[config.mk]
export PLATFORM = sky130hd
export DESIGN_NAME = zoned_elevator_group_controller
export DESIGN_NICKNAME = d
export VERILOG_FILES = /design/src/hdl/zegc_pkg.sv /design/src/hdl/zoned_elevator_group_controller.sv /design/src/hdl/zegc_ctrl.sv /design/src/hdl/zegc_dp.sv
export VERILOG_INCLUDE_DIRS = /design/src /design/src/hdl
export SDC_FILE = /design/constraint.sdc
export NUM_CORES = 2
export LEC_CHECK = 0
export BUFFER_PORTS_ARGS = -buffer_cell sky130_fd_sc_hd__buf_2
export CAP_MARGIN = 20
export CORE_AREA = 2 2 275 344
export CTS_CLUSTER_SIZE = 30
export DETAILED_ROUTE_END_ITERATION = 10
export DIE_AREA = 0 0 277 346
export PLACE_DENSITY = 0.5
export SYNTH_ARGS = -nofsm -noshare
export SYNTH_HDL_FRONTEND = slang
export SYNTH_SLANG_ARGS = --single-unit
[constraint.sdc]
create_clock -name clk -period 8.1 [get_ports clk]
set_clock_uncertainty 0.15 [all_clocks]
set_input_delay 0.81 -clock clk [delete_from_list [all_inputs] [get_ports clk]]
set_output_delay 0.81 -clock clk [all_outputs]
set_load 0.005 [all_outputs]
[src/hdl/assert_macros.svh]
// Assertion helpers for the elevator controller.
`ifndef ASSERT_MACROS_SVH
`define ASSERT_MACROS_SVH

// Implication checked on every clock edge outside reset.
`define CHK_IMPL(label, ante, cons, msg) \
  label: assert property (@(posedge clk) disable iff (!rst_n) (ante) |-> (cons)) \
    else $error(msg);

// Next-cycle implication checked outside reset.
`define CHK_NEXT(label, ante, cons, msg) \
  label: assert property (@(posedge clk) disable iff (!rst_n) (ante) |=> (cons)) \
    else $error(msg);

`endif

[src/hdl/zegc_pkg.sv]
package zegc_pkg;

  localparam int Floors   = 32;
  localparam int Cars     = 3;
  localparam int Capacity = 15;

  localparam int FloorW = 6;
  localparam int FIdxW  = 5;
  localparam int CarW   = 2;
  localparam int LoadW  = 4;
  localparam int TimW   = 16;
  localparam int WaitW  = 8;

  localparam logic [2:0] CFG_ACTIVE = 3'd0;
  localparam logic [2:0] CFG_SPLIT1 = 3'd1;
  localparam logic [2:0] CFG_SPLIT2 = 3'd2;
  localparam logic [2:0] CFG_TOP    = 3'd3;
  localparam logic [2:0] CFG_MOVE   = 3'd4;
  localparam logic [2:0] CFG_OPEN   = 3'd5;
  localparam logic [2:0] CFG_CLOSE  = 3'd6;

  localparam logic [1:0] DIR_IDLE = 2'd0;
  localparam logic [1:0] DIR_UP   = 2'd1;
  localparam logic [1:0] DIR_DOWN = 2'd2;

  localparam logic [1:0] DOOR_CLOSED  = 2'd0;
  localparam logic [1:0] DOOR_OPENING = 2'd1;
  localparam logic [1:0] DOOR_OPEN    = 2'd2;
  localparam logic [1:0] DOOR_CLOSING = 2'd3;

  typedef struct packed {
    logic       req_type;
    logic [5:0] arrival_floor;
  } in_item_t;

  typedef struct packed {
    logic [1:0] car_index;
    logic [5:0] car_floor;
    logic [1:0] door_phase;
    logic       car_mode;
    logic [3:0] car_load;
    logic [3:0] delivered;
    logic       last_car;
  } out_item_t;

  typedef struct packed {
    logic [1:0]  active_cars;
    logic [5:0]  first_split;
    logic [5:0]  second_split;
    logic [5:0]  top_floor;
    logic [15:0] move_ticks;
    logic [15:0] open_ticks;
    logic [15:0] close_ticks;
  } cfg_regs_t;

  // Controller to datapath commands.
  typedef struct packed {
    logic             arrive;     // apply arrival from held item
    logic             car_load;   // latch selected car into work regs
    logic             timers;     // door and move timer step
    logic             scan_init;  // start sector scan at sector top
    logic             scan_step;  // examine one floor, move down
    logic             decide;     // decision step
    logic             board;      // boarding / unloading step
    logic             car_store;  // write work regs back, emit result
    logic [CarW-1:0]  car;
    logic             last;
  } cmd_t;

  typedef struct packed {
    logic scan_done;
  } stat_t;

endpackage

[src/hdl/zoned_elevator_group_controller.sv]
// Zoned down-peak dispatcher for up to three elevator cars.
// Input channel (in_valid/in_ready/in_data): an arrival item adds one
// waiting passenger at a floor and gives no result; a tick item steps
// every car in service and gives one status line per car, the last one
// flagged by last_car.
// Configuration: cfg_we with cfg_index and cfg_data writes one register;
// the user must do so while the block is idle; the block does not enforce it.
// An arrival passes through the ARRIVE state and back to IDLE. A tick
// steps each car through the LOAD, TIMER, SCAN, DECIDE, BOARD and STORE
// states. The scan examines one floor per cycle from the top of the sector
// down to the first floor where someone waits; when nobody waits it ends
// after stepping below the sector, and an empty sector ends on its first step.
// Results go through a one-entry output register. When the receiver
// stalls, the controller waits before writing the next status line and
// accepts no new item until the tick is fully delivered to that register.
// Reset (synchronous, rst_n low) clears all waiting counts, puts every
// car at floor one with doors closed and restores register defaults.
module zoned_elevator_group_controller (
  input  logic                 clk,
  input  logic                 rst_n,
  input  logic                 in_valid,
  output logic                 in_ready,
  input  zegc_pkg::in_item_t   in_data,
  output logic                 out_valid,
  input  logic                 out_ready,
  output zegc_pkg::out_item_t  out_data,
  input  logic                 cfg_we,
  input  logic [2:0]           cfg_index,
  input  logic [15:0]          cfg_data
);
  import zegc_pkg::*;

  cfg_regs_t cfg_r;
  cmd_t      cmd;
  stat_t     stat;
  logic      in_accept;

  assign in_accept = in_valid && in_ready;

  always_ff @(posedge clk) begin
    if (!rst_n) begin
      cfg_r.active_cars <= 2'd3;
      cfg_r.first_split <= 6'd10;
      cfg_r.second_split <= 6'd20;
      cfg_r.top_floor <= 6'd30;
      cfg_r.move_ticks <= 16'd20;
      cfg_r.open_ticks <= 16'd20;
      cfg_r.close_ticks <= 16'd20;
    end else if (cfg_we) begin
      case (cfg_index)
        CFG_ACTIVE: cfg_r.active_cars <= cfg_data[1:0];
        CFG_SPLIT1: cfg_r.first_split <= cfg_data[5:0];
        CFG_SPLIT2: cfg_r.second_split <= cfg_data[5:0];
        CFG_TOP:    cfg_r.top_floor <= cfg_data[5:0];
        CFG_MOVE:   cfg_r.move_ticks <= cfg_data;
        CFG_OPEN:   cfg_r.open_ticks <= cfg_data;
        CFG_CLOSE:  cfg_r.close_ticks <= cfg_data;
        default: ;
      endcase
    end
  end

  zegc_ctrl u_ctrl (
    .clk(clk), .rst_n(rst_n), .in_valid(in_valid), .in_ready(in_ready),
    .in_data(in_data), .active_cars(cfg_r.active_cars),
    .out_busy(out_valid && !out_ready), .stat(stat), .cmd(cmd)
  );

  zegc_dp u_dp (
    .clk(clk), .rst_n(rst_n), .cfg(cfg_r), .in_accept(in_accept),
    .in_data(in_data), .cmd(cmd), .stat(stat), .out_ready(out_ready),
    .out_valid(out_valid), .out_data(out_data)
  );

`include "assert_macros.svh"

  `CHK_IMPL(a_store_free, cmd.car_store, !(out_valid && !out_ready),
    "status line written while output register is still full")
  `CHK_NEXT(a_store_valid, cmd.car_store, out_valid,
    "status line written but not presented")
  `CHK_IMPL(a_one_cmd, 1'b1,
    $countones({cmd.arrive, cmd.car_load, cmd.timers, cmd.decide, cmd.board,
                cmd.car_store}) <= 1, "more than one datapath step at once")

endmodule

[src/hdl/zegc_ctrl.sv]
module zegc_ctrl (
  input  logic             clk,
  input  logic             rst_n,
  input  logic             in_valid,
  output logic             in_ready,
  input  zegc_pkg::in_item_t in_data,
  input  logic [1:0]       active_cars,
  input  logic             out_busy,
  input  zegc_pkg::stat_t  stat,
  output zegc_pkg::cmd_t   cmd
);
  import zegc_pkg::*;

  typedef enum logic [2:0] {
    S_IDLE, S_ARRIVE, S_LOAD, S_TIMER, S_SCAN, S_DECIDE, S_BOARD, S_STORE
  } state_t;

  state_t          state_r, state_nxt;
  logic [CarW-1:0] car_r, car_nxt;
  logic [CarW-1:0] ncars;

  always_comb begin
    if (active_cars == 2'd0) ncars = 2'd1;
    else ncars = active_cars;
  end

  assign in_ready = (state_r == S_IDLE);

  always_comb begin
    state_nxt = state_r;
    car_nxt = car_r;
    cmd = '0;
    cmd.car = car_r;
    cmd.last = (car_r + 2'd1 == ncars);
    case (state_r)
      S_IDLE: begin
        if (in_valid) begin
          car_nxt = '0;
          state_nxt = in_data.req_type ? S_LOAD : S_ARRIVE;
        end
      end
      S_ARRIVE: begin
        cmd.arrive = 1'b1;
        state_nxt = S_IDLE;
      end
      S_LOAD: begin
        cmd.car_load = 1'b1;
        state_nxt = S_TIMER;
      end
      S_TIMER: begin
        cmd.timers = 1'b1;
        cmd.scan_init = 1'b1;
        state_nxt = S_SCAN;
      end
      S_SCAN: begin
        cmd.scan_step = 1'b1;
        if (stat.scan_done) state_nxt = S_DECIDE;
      end
      S_DECIDE: begin
        cmd.decide = 1'b1;
        state_nxt = S_BOARD;
      end
      S_BOARD: begin
        cmd.board = 1'b1;
        state_nxt = S_STORE;
      end
      S_STORE: begin
        // Hold until the output register is free for this line.
        if (!out_busy) begin
          cmd.car_store = 1'b1;
          if (cmd.last) state_nxt = S_IDLE;
          else begin
            car_nxt = car_r + 2'd1;
            state_nxt = S_LOAD;
          end
        end
      end
      default: state_nxt = S_IDLE;
    endcase
  end

  always_ff @(posedge clk) begin
    if (!rst_n) begin
      state_r <= S_IDLE;
      car_r <= '0;
    end else begin
      state_r <= state_nxt;
      car_r <= car_nxt;
    end
  end

endmodule

[src/hdl/zegc_dp.sv]
module zegc_dp (
  input  logic              clk,
  input  logic              rst_n,
  input  zegc_pkg::cfg_regs_t cfg,
  input  logic              in_accept,
  input  zegc_pkg::in_item_t in_data,
  input  zegc_pkg::cmd_t    cmd,
  output zegc_pkg::stat_t   stat,
  input  logic              out_ready,
  output logic              out_valid,
  output zegc_pkg::out_item_t out_data
);
  import zegc_pkg::*;

  logic [WaitW-1:0]  wait_r   [Floors];
  logic [FloorW-1:0] pos_r    [Cars];
  logic [1:0]        dir_r    [Cars];
  logic              phase_r  [Cars];
  logic [1:0]        door_r   [Cars];
  logic [TimW-1:0]   dtim_r   [Cars];
  logic [TimW-1:0]   mtim_r   [Cars];
  logic [LoadW-1:0]  load_r   [Cars];

  in_item_t          held_r;
  logic [FloorW-1:0] wpos_r;
  logic [1:0]        wdir_r;
  logic              wphase_r;
  logic [1:0]        wdoor_r;
  logic [TimW-1:0]   wdtim_r;
  logic [TimW-1:0]   wmtim_r;
  logic [LoadW-1:0]  wload_r;
  logic [LoadW-1:0]  wdel_r;
  logic [FloorW:0]   scan_r;
  logic [FloorW:0]   target_r;
  logic [FloorW:0]   lo_r;
  logic [WaitW-1:0]  wcur_r;
  logic              out_valid_r;
  out_item_t         out_r;

  logic [FloorW-1:0] top;
  logic [FloorW:0]   s_lo, s_hi;
  logic [FloorW-1:0] ncars;
  logic              scan_hit;
  logic [FIdxW-1:0]  pidx;

  always_comb begin
    if (cfg.top_floor < 6'd2) top = 6'd2;
    else if (cfg.top_floor > 6'(Floors)) top = 6'(Floors);
    else top = cfg.top_floor;
    ncars = (cfg.active_cars == 2'd0) ? 6'd1 : {4'd0, cfg.active_cars};
  end

  // Sector bounds for the selected car.
  always_comb begin
    logic [FloorW:0] e;
    s_lo = 7'd1;
    e = {1'b0, top};
    if (ncars >= 6'd2) begin
      if (cmd.car == 2'd0) e = {1'b0, cfg.first_split};
      else if (cmd.car == 2'd1) begin
        s_lo = {1'b0, cfg.first_split} + 7'd1;
        if (ncars == 6'd3) e = {1'b0, cfg.second_split};
      end else s_lo = {1'b0, cfg.second_split} + 7'd1;
    end
    if (e > {1'b0, top}) e = {1'b0, top};
    s_hi = e;
  end

  assign scan_hit = (scan_r >= lo_r) && (scan_r >= 7'd1) &&
                    (wait_r[5'(scan_r - 7'd1)] != '0);
  assign stat.scan_done = (scan_r < lo_r) || (scan_r < 7'd1) || scan_hit;
  assign pidx = 5'(wpos_r - 6'd1);

  always_ff @(posedge clk) begin
    logic [FloorW-1:0] p;
    logic [LoadW-1:0]  room, take;
    logic              act;
    logic [1:0]        dd;
    logic [TimW-1:0]   dt, mt;
    if (in_accept) held_r <= in_data;

    if (cmd.arrive) begin
      if (held_r.arrival_floor >= 6'd2 && held_r.arrival_floor <= top &&
          wait_r[5'(held_r.arrival_floor - 6'd1)] != 8'hFF)
        wait_r[5'(held_r.arrival_floor - 6'd1)] <=
          wait_r[5'(held_r.arrival_floor - 6'd1)] + 8'd1;
    end

    if (cmd.car_load) begin
      wpos_r <= pos_r[cmd.car];
      wdir_r <= dir_r[cmd.car];
      wphase_r <= phase_r[cmd.car];
      wdoor_r <= door_r[cmd.car];
      wdtim_r <= dtim_r[cmd.car];
      wmtim_r <= mtim_r[cmd.car];
      wload_r <= load_r[cmd.car];
      wdel_r <= '0;
    end

    if (cmd.timers) begin
      dd = wdoor_r;
      dt = wdtim_r;
      if (dd != DOOR_CLOSED) begin
        if (dt != '0) dt = dt - 16'd1;
        if (dt == '0) begin
          if (dd == DOOR_OPENING) dd = DOOR_OPEN;
          else if (dd == DOOR_CLOSING) dd = DOOR_CLOSED;
        end
      end
      wdoor_r <= dd;
      wdtim_r <= dt;
      mt = wmtim_r;
      if (mt != '0) begin
        mt = mt - 16'd1;
        if (mt == '0) begin
          p = wpos_r;
          if (wdir_r == DIR_UP) p = p + 6'd1;
          else if (wdir_r == DIR_DOWN && p != '0) p = p - 6'd1;
          if (p < 6'd1) p = 6'd1;
          if (p > top) p = top;
          wpos_r <= p;
        end
      end
      wmtim_r <= mt;
    end

    if (cmd.scan_init) begin
      scan_r <= s_hi;
      lo_r <= s_lo;
      target_r <= '0;
    end else if (cmd.scan_step) begin
      if (scan_hit) target_r <= scan_r;
      else if (!stat.scan_done) scan_r <= scan_r - 7'd1;
    end

    if (cmd.decide) begin
      if (wdoor_r == DOOR_CLOSED && wmtim_r == '0) begin
        if (!wphase_r) begin
          if (target_r != '0) begin
            if ({1'b0, wpos_r} == target_r) begin
              wphase_r <= 1'b1;
              wdir_r <= DIR_DOWN;
              wdoor_r <= DOOR_OPENING;
              wdtim_r <= cfg.open_ticks;
            end else begin
              wdir_r <= (target_r > {1'b0, wpos_r}) ? DIR_UP : DIR_DOWN;
              wmtim_r <= cfg.move_ticks;
            end
          end
        end else if (wpos_r == 6'd1) begin
          if (wload_r != '0) begin
            wdoor_r <= DOOR_OPENING;
            wdtim_r <= cfg.open_ticks;
          end else begin
            wphase_r <= 1'b0;
            wdir_r <= DIR_IDLE;
          end
        end else begin
          act = (wpos_r <= 6'(Floors)) && (wait_r[pidx] != '0) &&
                (wload_r < 4'(Capacity));
          if (act) begin
            wdoor_r <= DOOR_OPENING;
            wdtim_r <= cfg.open_ticks;
          end else wmtim_r <= cfg.move_ticks;
        end
      end
      wcur_r <= wait_r[pidx];
    end

    if (cmd.board && wdoor_r == DOOR_OPEN) begin
      if (wpos_r == 6'd1) begin
        wdel_r <= wload_r;
        wload_r <= '0;
      end else if (wpos_r >= 6'd1 && wpos_r <= 6'(Floors) &&
                   wload_r < 4'(Capacity)) begin
        room = 4'(Capacity) - wload_r;
        take = (wcur_r < {4'd0, room}) ? wcur_r[3:0] : room;
        wait_r[pidx] <= wcur_r - {4'd0, take};
        wload_r <= wload_r + take;
      end
      wdoor_r <= DOOR_CLOSING;
      wdtim_r <= cfg.close_ticks;
    end

    if (cmd.car_store) begin
      pos_r[cmd.car] <= wpos_r;
      dir_r[cmd.car] <= wdir_r;
      phase_r[cmd.car] <= wphase_r;
      door_r[cmd.car] <= wdoor_r;
      dtim_r[cmd.car] <= wdtim_r;
      mtim_r[cmd.car] <= wmtim_r;
      load_r[cmd.car] <= wload_r;
      out_r.car_index <= cmd.car;
      out_r.car_floor <= wpos_r;
      out_r.door_phase <= wdoor_r;
      out_r.car_mode <= wphase_r;
      out_r.car_load <= wload_r;
      out_r.delivered <= wdel_r;
      out_r.last_car <= cmd.last;
    end

    if (!rst_n) begin
      for (int i = 0; i < Floors; i++) wait_r[i] <= '0;
      for (int c = 0; c < Cars; c++) begin
        pos_r[c] <= 6'd1;
        dir_r[c] <= DIR_IDLE;
        phase_r[c] <= 1'b0;
        door_r[c] <= DOOR_CLOSED;
        dtim_r[c] <= '0;
        mtim_r[c] <= '0;
        load_r[c] <= '0;
      end
      out_valid_r <= 1'b0;
    end else if (cmd.car_store) out_valid_r <= 1'b1;
    else if (out_ready) out_valid_r <= 1'b0;
  end

  assign out_valid = out_valid_r;
  assign out_data = out_r;

endmodule

==> results.sh <==
export IMPL_dieHeight_um=346
export IMPL_core_um2=92600
export IMPL_first_global_vias=26300
export IMPL_nFillCells=9171
export IMPL_die_area_um2=95800
export IMPL_syn2layout_area_growth_pct=11.2
export IMPL_synth_seq_area_share_pct=40.7
export IMPL_final_cells=4636
export IMPL_maxSlewViolCount=0
export IMPL_hold_violations=0
export IMPL_syn_cell_area_um2=33100
export IMPL_ant_nets=0
export IMPL_vias=26600
export IMPL_total_power_w=0.00852
export IMPL_final_nets=3467
export IMPL_synth_edff_count=95
export IMPL_drive_gt1_share_pct=14.6
export IMPL_start_kind="flip-flop"
export IMPL_syn_inst=3448
export IMPL_initial_core_util_pct=35.7
export IMPL_worstMarginPinSlew_ns=1.16
export IMPL_grt_pass1_wl_um=171000
export IMPL_place_gp_congestion=0.942
export IMPL_final_util_pct=39.8
export IMPL_grt_antenna_before_repair=2
export IMPL_worst_setup_path_type="reg2reg"
export IMPL_r2r_cells=11
export IMPL_async_flop_share_pct=0
export IMPL_routed_via_density=5.73
export IMPL_placed_cells=4508
export IMPL_die_x_um=277
export IMPL_grt_start_max_net_pins=81
export IMPL_cts_hold_buffers=0
export IMPL_rr_endpoint="u_dp.wmtim_r[0]"
export IMPL_dr_pass1_iters=5
export IMPL_tritoncts="done"
export IMPL_avgSynthCellArea_um2=9.60
export IMPL_totalWireLength_um=114000
export IMPL_setup_violations_final=0
export IMPL_worstPathArrival_ns=6.19
export IMPL_fin_setup_tns_ns=0
export IMPL_ios=53
export IMPL_power_density_nw_per_um2=231
export IMPL_synthFlopType="dfxtp_1"
export IMPL_ys_seq_elements=626
export IMPL_drtIter0Drc=2111
export IMPL_drv_cap=0
export IMPL_ys_warn_count=0
export IMPL_status="finished clean"
export IMPL_rows=125
export IMPL_synthesis_nets=3541
export IMPL_slew_headroom_pct=22.2
export IMPL_postCtsSetupBuffers=0
export IMPL_ir_drop_v=0.000140
export IMPL_path_max_fanout=68
export IMPL_fmax_mhz=171
export IMPL_worstPathRequired_ns=8.46
export IMPL_drc=0
export IMPL_fin_crit_ns=5.84
export IMPL_post_route_period_util_pct=72.0
export IMPL_rrSetupSlack_ns=2.26
export IMPL_clk_pin_slew_ns=0.06
export IMPL_clk_path_buf_depth=3
export IMPL_holdPathStages=1
export IMPL_port_buffers=52
export IMPL_clk_latency_ns=0.64
export IMPL_wl_per_cell_um=24.6
export IMPL_post_route_cell_area_um2=36800
export IMPL_cts_sinks=626
export IMPL_numCtsBuffers=70
export IMPL_hp_class="in2reg"
export IMPL_p_leak_nw=14.0
export IMPL_hold_path_end="u_dp.held_r[0]"
export IMPL_rsz0062_at_grt="no"
export IMPL_htreeDepth=3
export IMPL_cts_root_buf="clkbuf_16"
export IMPL_globalRoute_totalOverflow=0
export IMPL_rr_startpoint="u_dp.wpos_r[0]"
export IMPL_place_area_um2=34400
export IMPL_grt_use_total_pct=23.4
export IMPL_synthDistinctLibCells=107
export IMPL_cts_resized=0
export IMPL_hold_start="in_data[0]"
export IMPL_hpwlAfterDp_um=78200
export IMPL_cp_end_kind="flip-flop"
[cells by family (layout without fill, tap and decap cells)]
kind of cell	Yosys count	in the layout	synth area share, %
xor gates and xnor gates	45	45	1.21
AOI/OAI and AO/OA	571	571	11.0
buffers and inverters	311	292	3.96
and+or+nand+nor	1313	1313	18.2
muxes	520	520	22.5
other	0	1	0
DFF	626	626	40.7
adders and majority gates	62	62	2.39
[layer usage]
metal  share of wire [%]  GRT usage [%]  vias up
li1                    -              -    12300
met1                  40           27.5    13200
met2                  51           42.3      837
met3                 4.8           3.35      254
met4                 4.3           9.77        0
met5                   0              0        -
[worst max-delay path: stages, from the launching register on]
cell and delay (ns):
dfxtp_4 0.85, inv_1 0.35, ha_4 1.02, mux4_2 0.61
and2_1 0.17, a211oi_1 0.52, o32ai_1 0.19, nor4_2 0.61
o211ai_1 0.26, a21oi_2 0.21, buf_4 0.27, mux2_2 0.36
[cells in the final DEF (no fill, tap or decap), types with 11 or more instances in the layout]
master	netlist	routed
nor2b_1	24	24
o211ai_1	18	18
ha_1	60	58
xor2_1	15	14
a221o_1	13	13
and2_1	15	12
nand2_1	815	812
nand3_2	11	11
a211oi_1	15	15
clkbuf_8	0	14
nor2_1	127	125
or3_1	24	24
clkbuf_16	0	75
buf_2	42	51
nand2b_1	16	16
mux2i_1	334	334
and3_1	18	18
buf_4	12	51
nor3_1	46	43
dfxtp_1	531	528
edfxtp_1	95	95
mux4_2	177	177
o21ai_0	104	104
a21oi_1	245	245
o31ai_1	14	14
a21o_1	16	16
inv_1	56	56
o311ai_0	15	15
nand4_1	20	20
nor4_1	52	52
xnor2_1	29	28
nand3_1	69	69
o22ai_1	26	26
[area by class of cell]
type                    instances  area [um^2]  share of cell area (%)
diodes                          1         2.50                 0.00680
clock buffers                  99         2110                    5.72
clock inverters                28          347                   0.941
inverters                      60          230                   0.625
multi-input cells            2511        18400                    50.1
flip-flops and latches        626        13500                    36.6
well taps                    1206         1510                    4.10
repair buffers                105          692                    1.88
[through the flow]
| step | hold WS [ns] | setup slack [ns] |
|---|---|---|
| 5_1_grt | 0.232 | 2.03 |
| 3_3_place_gp | 0.273 | 1.97 |
| 2_1_floorplan | 0.253 | 3.40 |
| 3_5_place_dp | 0.269 | 2.36 |
| 6_report | 0.256 | 2.26 |
| 4_1_cts | 0.215 | 2.36 |
[power breakdown]
group | internal (W) | leakage (nW) | switching [W]
clock | 0.00204 | 1.21 | 0.00136
sequential | 0.00325 | 5.14 | 0.000212
combinational | 0.000564 | 7.66 | 0.00109
total | 0.00585 | 14.0 | 0.00266
[state kept, by name, summed over array words and instances, names as in the netlist, 7 cells and up, named ones only]
signal         flops
u_dp.wcur_r        8
u_dp.pos_r        24
cfg_r             68
u_dp.dtim_r       64
u_dp.wdtim_r      16
u_dp.mtim_r       64
u_dp.out_data     20
u_dp.target_r      7
u_dp.door_r        8
u_dp.dir_r         8
u_dp.scan_r        7
u_dp.load_r       16
u_dp.wait_r      256
u_dp.lo_r          7
u_dp.wmtim_r      16
[synthesized netlist by cell type, types with 16 or more instances]
cell type	count	share of area [%]
a21o_1	16	0.36
mux4_2	177	12
or3_1	24	0.45
buf_2	42	0.64
nor2_1	127	1.4
nand3_1	69	1.0
a21oi_1	245	3.7
o211ai_1	18	0.41
clkbuf_1	161	1.8
edfxtp_1	95	8.6
buf_1	29	0.33
nand4_1	20	0.38
xnor2_1	29	0.77
ha_1	60	2.3
nor4_1	52	0.98
mux2i_1	334	10
o22ai_1	26	0.49
and3_1	18	0.34
o21ai_0	104	1.6
nand2b_1	16	0.30
nor2b_1	24	0.45
nor3_1	46	0.70
dfxtp_1	531	32
nand2_1	815	9.2
inv_1	56	0.64
[worst max-delay path by stage]
stage	startpoint	slack (ns)	endpoint	depth (start not counted)
finish	u_dp.wpos_r[0]	2.26	u_dp.wmtim_r[0]	11
global route	u_dp.held_r[0]	2.03	u_dp.wait_r[24][7]	15
CTS	u_dp.wpos_r[0]	2.36	u_dp.wmtim_r[0]	11
detailed placement	u_dp.wpos_r[0]	2.36	u_dp.wmtim_r[1]	11
global placement	u_dp.held_r[0]	1.97	u_dp.wait_r[15][6]	15
floorplan	u_dp.wpos_r[0]	3.40	u_dp.wpos_r[0]	21
Note: power is estimated with default switching activity, not from simulation.
